`config.mk`:
```
export PLATFORM = sky130hd
export DESIGN_NAME = tiwr_sat_mul
export DESIGN_NICKNAME = d
export VERILOG_FILES = /design/src/design/tiwr_sat_mul.sv
export SDC_FILE = /design/constraint.sdc
export NUM_CORES = 2
export LEC_CHECK = 0
export ABC_AREA = 1
export ABC_CLOCK_PERIOD_IN_PS = 5600
export BUFFER_PORTS_ARGS = -buffer_cell sky130_fd_sc_hd__buf_2
export CAP_MARGIN = 20
export CORE_AREA = 4 4 289 291
export CTS_CLUSTER_DIAMETER = 120
export DETAILED_ROUTE_END_ITERATION = 12
export DIE_AREA = 0 0 293 295
export PLACE_DENSITY = 0.87
export RECOVER_POWER = 25
export SYNTH_ARGS = -nofsm -noshare
export SYNTH_HDL_FRONTEND = slang
export SYNTH_SLANG_ARGS = --single-unit
```
`constraint.sdc`:
```
create_clock -name i_clk -period 5.6 [get_ports i_clk]
set_input_delay 0.28 -clock i_clk [delete_from_list [all_inputs] [get_ports i_clk]]
set_output_delay 0.28 -clock i_clk [all_outputs]
set_load 0.02 [all_outputs]
```
`src/design/tiwr_sat_mul.sv`:
```
// ----------------------------------------------------------------------------
// Saturating signed multiplier
// Three-stage multiply from two partial products, limited to +-(2^63-1).
// ----------------------------------------------------------------------------
module tiwr_sat_mul #(
    parameter int A_W = 32,
    parameter int B_W = 32,
    parameter int PW  = 1
) (
    input  logic                  i_clk,
    input  logic                  i_rst_n,
    input  logic                  i_en,
    input  logic                  i_valid,
    input  logic signed [A_W-1:0] i_a,
    input  logic signed [B_W-1:0] i_b,
    input  logic        [PW-1:0]  i_pay,
    output logic                  o_valid,
    output logic signed [63:0]    o_prod,
    output logic        [PW-1:0]  o_pay
);

    localparam int LO     = A_W / 2;
    localparam int HI     = A_W - LO;
    localparam int FULL_W = (A_W + B_W > 64) ? A_W + B_W : 64;
    localparam logic [FULL_W-1:0] SMAX = FULL_W'({63{1'b1}});

    logic [A_W-1:0]    r1_ma;
    logic [B_W-1:0]    r1_mb;
    logic              r1_neg;
    logic [PW-1:0]     r1_pay;
    logic [LO+B_W-1:0] r2_plo;
    logic [HI+B_W-1:0] r2_phi;
    logic              r2_neg;
    logic [PW-1:0]     r2_pay;
    logic signed [63:0] r3_prod;
    logic [PW-1:0]     r3_pay;
    logic [2:0]        r_valid;

    logic [FULL_W-1:0] full;
    logic [62:0]       mag;

    always_comb begin
        full = (FULL_W'(r2_phi) << LO) + FULL_W'(r2_plo);
        mag  = (full > SMAX) ? {63{1'b1}} : full[62:0];
    end

    always_ff @(posedge i_clk) begin
        if (!i_rst_n) begin
            r_valid <= '0;
        end else if (i_en) begin
            r_valid <= {r_valid[1:0], i_valid};
        end
    end

    always_ff @(posedge i_clk) begin
        if (i_en) begin
            r1_ma   <= i_a[A_W-1] ? A_W'(-i_a) : A_W'(i_a);
            r1_mb   <= i_b[B_W-1] ? B_W'(-i_b) : B_W'(i_b);
            r1_neg  <= i_a[A_W-1] ^ i_b[B_W-1];
            r1_pay  <= i_pay;
            r2_plo  <= r1_ma[LO-1:0] * r1_mb;
            r2_phi  <= r1_ma[A_W-1:LO] * r1_mb;
            r2_neg  <= r1_neg;
            r2_pay  <= r1_pay;
            r3_prod <= r2_neg ? -$signed({1'b0, mag}) : $signed({1'b0, mag});
            r3_pay  <= r2_pay;
        end
    end

    assign o_valid = r_valid[2];
    assign o_prod  = r3_prod;
    assign o_pay   = r3_pay;

endmodule

```
# ---- Yosys cells after proc, flatten, opt, wreduce, memory -nomap -nowiden
# Cells that the tools add are included.
dict set report totals {
  register_bits 232
  inputBits 69
  output_inout_bits 66
  wordCells 26
}
dict set report classes {
  addsub 4
  multipliers 2
  magnitude_cmp 1
  mux 4
  n_bitwise 1
}
# operator count
set ops {}
lappend ops {{2-to-1 mux 63 bit} 2}
lappend ops {{multiplier 16 x 32 -> 48 bit} 2}
lappend ops {{adder 64 x 48 -> 64 bit} 1}
lappend ops {{greater-than comparator 64 x 63 -> 1 bit, second input constant} 1}
lappend ops {{negation 32 bit} 2}
lappend ops {{negation 63 -> 64 bit} 1}
lappend ops {{2-to-1 mux 31 bit} 2}
lappend ops {{bitwise XOR 1 bit} 1}

# ---- Longest topological paths before layout
dict set report logic_depth {
  depth_word 5
  mapped_depth 30
  ltp_nobuf 29
}

# ---- Worst setup path after synthesis
# No wires, ideal clock.
dict set report synth_timing {
  path_type {reg2reg}
  start {register r1_ma[23]}
  end {register r2_phi[35], data pin}
  setup_ns 0.259
  t_arrival_ns 5.682
  required_time_ns 5.341
  path_slack_ns -0.341
  stages_incl_launch_ff 29
  n_path_buf 1
  period_less_slack_ns 5.941
  cell_sequence {edfxtp_1 clkbuf_1 nand2_1 fa_1 inv_1 fa_1 inv_1 fa_1 inv_1 fa_1 fa_1 inv_1 fa_1 inv_1 ha_1 nand2_1 nor2_1 nand2_1 o211ai_1 a31oi_1 o21ai_0 nand2_1 nand2_1 nand2_1 nand2_1 nand2_1 inv_1 or2_2 xor2_1}
}
dict set report synth_between {
  elab_chain_len 1
}
# element line
set synth_rtl {}
lappend synth_rtl {{from (decl)} 27} ;# logic [A_W-1:0] r1_ma;
lappend synth_rtl {{from (signal assigned)} 57} ;# r1_ma <= i_a[A_W-1] ? A_W'(-i_a) : A_W'(i_a);
lappend synth_rtl {{multiplier 16 x 32 -> 48 bit} 62} ;# r2_phi <= r1_ma[A_W-1:LO] * r1_mb;
lappend synth_rtl {{to (signal assigned)} 62}
lappend synth_rtl {{to (decl)} 32} ;# logic [HI+B_W-1:0] r2_phi;
# Every way passes these cells.
# A chain may end at the register's enable or synchronous reset.

# ---- Worst setup path after layout
dict set report layout_timing {
  start {register r1_mb[11]}
  end {register r2_phi[33], data pin}
}
dict set report layout_between {
  elab_chain_len 1
}
# element line
set layout_rtl {}
lappend layout_rtl {{from (decl)} 28} ;# logic [B_W-1:0] r1_mb;
lappend layout_rtl {{from (signal assigned)} 58} ;# r1_mb <= i_b[B_W-1] ? B_W'(-i_b) : B_W'(i_b);
lappend layout_rtl {{multiplier 16 x 32 -> 48 bit} 62}
# Every way passes these cells.

==> load_flow_metrics.sql <==
INSERT INTO impl_metrics (metric_group, metric, value, unit) VALUES
('synthesis', 'yosysWarnings', '0', ''),
('critical_path', 'critical_path.max_fanout', '6', ''),
('clock_network', 'cts_root_buffer', 'sky130_fd_sc_hd__clkbuf_16', ''),
('synthesis', 'netlist_area', '48190', 'um^2'),
('critical_path', 'critPathMaxStageDelay', '0.64', 'ns'),
('drt', 'post-route-drc-count', '0', ''),
('critical_path', 'end_kind', 'register', ''),
('critical_path', 'crit_path_top_delay_cell', 'sky130_fd_sc_hd__fa_1', ''),
('sta', 'total_count_of_max_transition_violations_in_the_final_report', '122', ''),
('run_status', 'violations_in_the_final_reports', 'capacitance limit, slew limit, setup timing', ''),
('drt', 'dr.first_iter.drc_count', '5969', ''),
('final_layout', 'flow.area_growth_from_synthesis', '24.00', '%'),
('grt', 'grt_pass1_wl', '238600', 'um'),
('synthesis', 'synth_edf_count', '229', ''),
('critical_path', 'cp_data_arrival_time', '7.40', 'ns'),
('floorplanning', 'die_h', '295', 'um'),
('floorplanning', 'pin_count', '135', ''),
('sta', 'timing.final.ws_setup', '-1.454', 'ns'),
('drt', 'wire_per_inst', '22.02', 'um'),
('grt', 'initial_antenna_violation_count', '12', ''),
('floorplanning', 'die_x', '293', 'um'),
('drt', 'first_pass_iters', '10', ''),
('grt', 'grt_start_max_net_pins', '123', ''),
('final_layout', 'final.fill_count', '5026', ''),
('clock_network', 'cts_num_sinks', '232', ''),
('floorplanning', 'row_count', '104', ''),
('sta', 'maxClockFrequency', '141.8', 'MHz'),
('grt', 'congestion_overflow_gr', '0', ''),
('synthesis', 'synth_cells', '6271', ''),
('sta', 'setup_clock_skew_after_layout', '0.02612', 'ns'),
('floorplanning', 'floorplan.die_area', '86440', 'um^2'),
('final_layout', 'drive_gt1_share', '20.98', '%'),
('synthesis', 'synth_cell_types', '53', ''),
('critical_path', 'crit_path_start_kind', 'register', ''),
('synthesis', 'synth_sequential_area_ratio', '14.39', '%'),
('sta', 'setup_viol', '68', ''),
('synthesis', 'synthesis.area_per_instance', '7.685', 'um^2'),
('placement', 'place_ws', '-1.087', 'ns'),
('synthesis', 'postSynthRegisterBits', '232', ''),
('placement', 'post-dp-hpwl', '113700', 'um'),
('critical_path', 'cpLargestDelayFamily', 'adder cells', ''),
('sta', 'fin_crit', '7.054', 'ns'),
('worst_hold_path', 'hold_class', 'primary input to register', ''),
('final_layout', 'multi_input_area', '36460', 'um^2'),
('synthesis', 'synth-main-ff-cell', 'sky130_fd_sc_hd__edfxtp_1', ''),
('run_status', 'status', 'finished with violations', ''),
('clock_network', 'cts_tree', 'done', ''),
('sta', 'timing.final.crit_share', '126.0', '%'),
('drt', 'detail_route.wirelength', '176300', 'um'),
('grt', 'grt_pass1_vias', '46990', ''),
('critical_path', 'timing.setup.critical_path_class', 'register to register', ''),
('synthesis', 'synthArstFlopShare', '0', '%'),
('clock_network', 'worstSkewPairLatency', '0.61', 'ns'),
('floorplanning', 'fp.coreArea', '80550', 'um^2'),
('floorplanning', 'floorplan.initialDensity', '59.83', '%'),
('drt', 'avgViaCountPerCell', '5.836', ''),
('final_layout', 'register_area', '6937', 'um^2'),
('drt', 'final_antenna_net_count', '0', ''),
('critical_path', 'cp_num_buf_inv', '10', ''),
('clock_network', 'cts_inserted_buffers', '27', ''),
('sta', 'hold_viol', '0', ''),
('synthesis', 'postSynthNetCount', '7452', ''),
('clock_network', 'cts_max_path_buffers', '3', ''),
('drt', 'vias', '46730', ''),
('clock_network', 'clkSlewWorstSetupHoldPaths', '0.07', 'ns'),
('sta', 'maxSlewHeadroom', '-138.2', '%'),
('critical_path', 'required_time_of_the_worst_setup_path', '5.95', 'ns'),
('placement', 'gpl.final_weighted_congestion', '0.9768', ''),
('flow_run', 'drv.max_cap_violation_count', '1', ''),
('final_layout', 'design.final.nets', '8106', ''),
('sta', 'tightest_slew', '3.573', 'ns'),
('sta', 'rsz0062_at_grt', 'true', ''),
('clock_network', 'clock_tree.htree_level_count', '1', ''),
('grt', 'gr-usage-all-layers', '34.79', '%'),
('placement', 'port-buffer-count', '134', '');
[state kept, by name, summed over array words and instances, names as in the netlist, 3 cells and up]
signal,count
r2_plo,48
r2_phi,48
r1_ma,32
r1_mb,32
r_valid,3
o_prod,64
[placed cells by master (no fill, tap or decap), drive strengths merged, types with 4 or more instances in the layout]
master	netlist	layout
a21boi	8	8
a21oi	161	161
a31oi	25	25
and3	5	5
buf	11	803
bufinv	0	4
clkbuf	204	47
clkinv	3	10
dlygate4sd3	0	19
edfxtp	229	229
fa	837	837
ha	275	275
inv	1719	1723
nand2	1827	1827
nand3	159	159
nand3b	10	10
nand4	38	38
nor2	383	383
nor3	36	36
nor4	8	8
o211ai	5	5
o21a	7	7
o21ai	73	73
o21bai	8	8
o221ai	7	7
or2	6	6
xnor2	83	83
xor2	127	127
[synthesized netlist by cell type (11+ instances only)]
cell	count	area, um^2
sky130_fd_sc_hd__a21oi_1	160	800.8
sky130_fd_sc_hd__nor2_2	16	100.1
sky130_fd_sc_hd__a31oi_1	25	156.4
sky130_fd_sc_hd__xnor2_1	83	727.0
sky130_fd_sc_hd__clkbuf_1	204	765.7
sky130_fd_sc_hd__inv_1	1708	6411
sky130_fd_sc_hd__nand2_1	1791	6723
sky130_fd_sc_hd__nand3_1	139	695.7
sky130_fd_sc_hd__nor2_4	18	202.7
sky130_fd_sc_hd__fa_1	837	16760
sky130_fd_sc_hd__ha_1	275	3441
sky130_fd_sc_hd__nand3_2	14	140.1
sky130_fd_sc_hd__nand2_2	29	181.4
sky130_fd_sc_hd__nor2_1	349	1310
sky130_fd_sc_hd__nand4_1	37	231.5
sky130_fd_sc_hd__o21ai_0	70	350.3
sky130_fd_sc_hd__inv_2	11	41.29
sky130_fd_sc_hd__xor2_1	127	1112
sky130_fd_sc_hd__nor3_1	35	175.2
sky130_fd_sc_hd__edfxtp_1	229	6877
[kinds of logic after synthesis]
| family | Yosys count | share of synthesized area, % |
|---|---|---|
| simple gates | 2474 | 21.13 |
| buf+inv | 1937 | 15.21 |
| fa+ha+maj | 1112 | 41.91 |
| compound gates | 306 | 3.539 |
| flops | 232 | 14.39 |
| xor+xnor | 210 | 3.817 |
[path summary, 6_finish.rpt]
| kind | cells after the start | startpoint | slack, ns | to |
|---|---|---|---|---|
| worst max register to register | 27 | r1_mb[11] | -1.45 | r2_phi[33] |
| worst max-delay path | 27 | r1_mb[11] | -1.45 | r2_phi[33] |
| worst min-delay path | 2 | i_a[21] | 0.02 | r1_ma[21] |
| worst min register to register | 0 | r1_pay | 0.42 | r2_pay |
[final cells by class]
type | count | area share [%]
Antenna cell | 2 | 0.008376
Clock inverter | 16 | 0.3308
Clock buffer | 32 | 1.179
Sequential cell | 232 | 11.61
Inverter | 1722 | 10.82
Multi-Input combinational cell | 4102 | 61.01
Timing Repair Buffer | 840 | 12.82
Tap cell | 1060 | 2.220
[metal layers]
metal	routed length, um	global-route usage [%]	vias to the layer above
li1	-	-	19510
met1	55050	41.33	21860
met2	77790	58.00	3832
met3	24680	7.527	1506
met4	18690	21.83	16
met5	119	0	-
[timing repair]
action                     in CTS  in global routing
hold buffers                   19                  0
hold endpoints to repair       20                  0
pin swaps                     119                212
setup endpoints to repair      59                 69
setup buffers                  53                 97
gates resized for setup       294                357
gates cloned                    8                 11
[through the flow]
step / area, um^2 / std cells / setup TNS, ns / utilization [%] / hold slack (ns)
4_1_cts: 57460 / 7909 / -14.85 / 71.34 / 0.0003874
6_report: 59750 / 8006 / -50.38 / 74.19 / 0.01552
5_1_grt: 59750 / 8004 / -57.28 / 74.18 / 0.004951
3_3_place_gp: 54590 / 7781 / -16.34 / 67.77 / 0.4064
3_5_place_dp: 54590 / 7781 / -21.97 / 67.77 / 0.4117
2_1_floorplan: 48950 / 6271 / -0.03682 / - / 0.3789
Power is left out: the tool's default activity adds up to more than one toggle a clock period on the data nets, which glitch-free logic cannot reach.
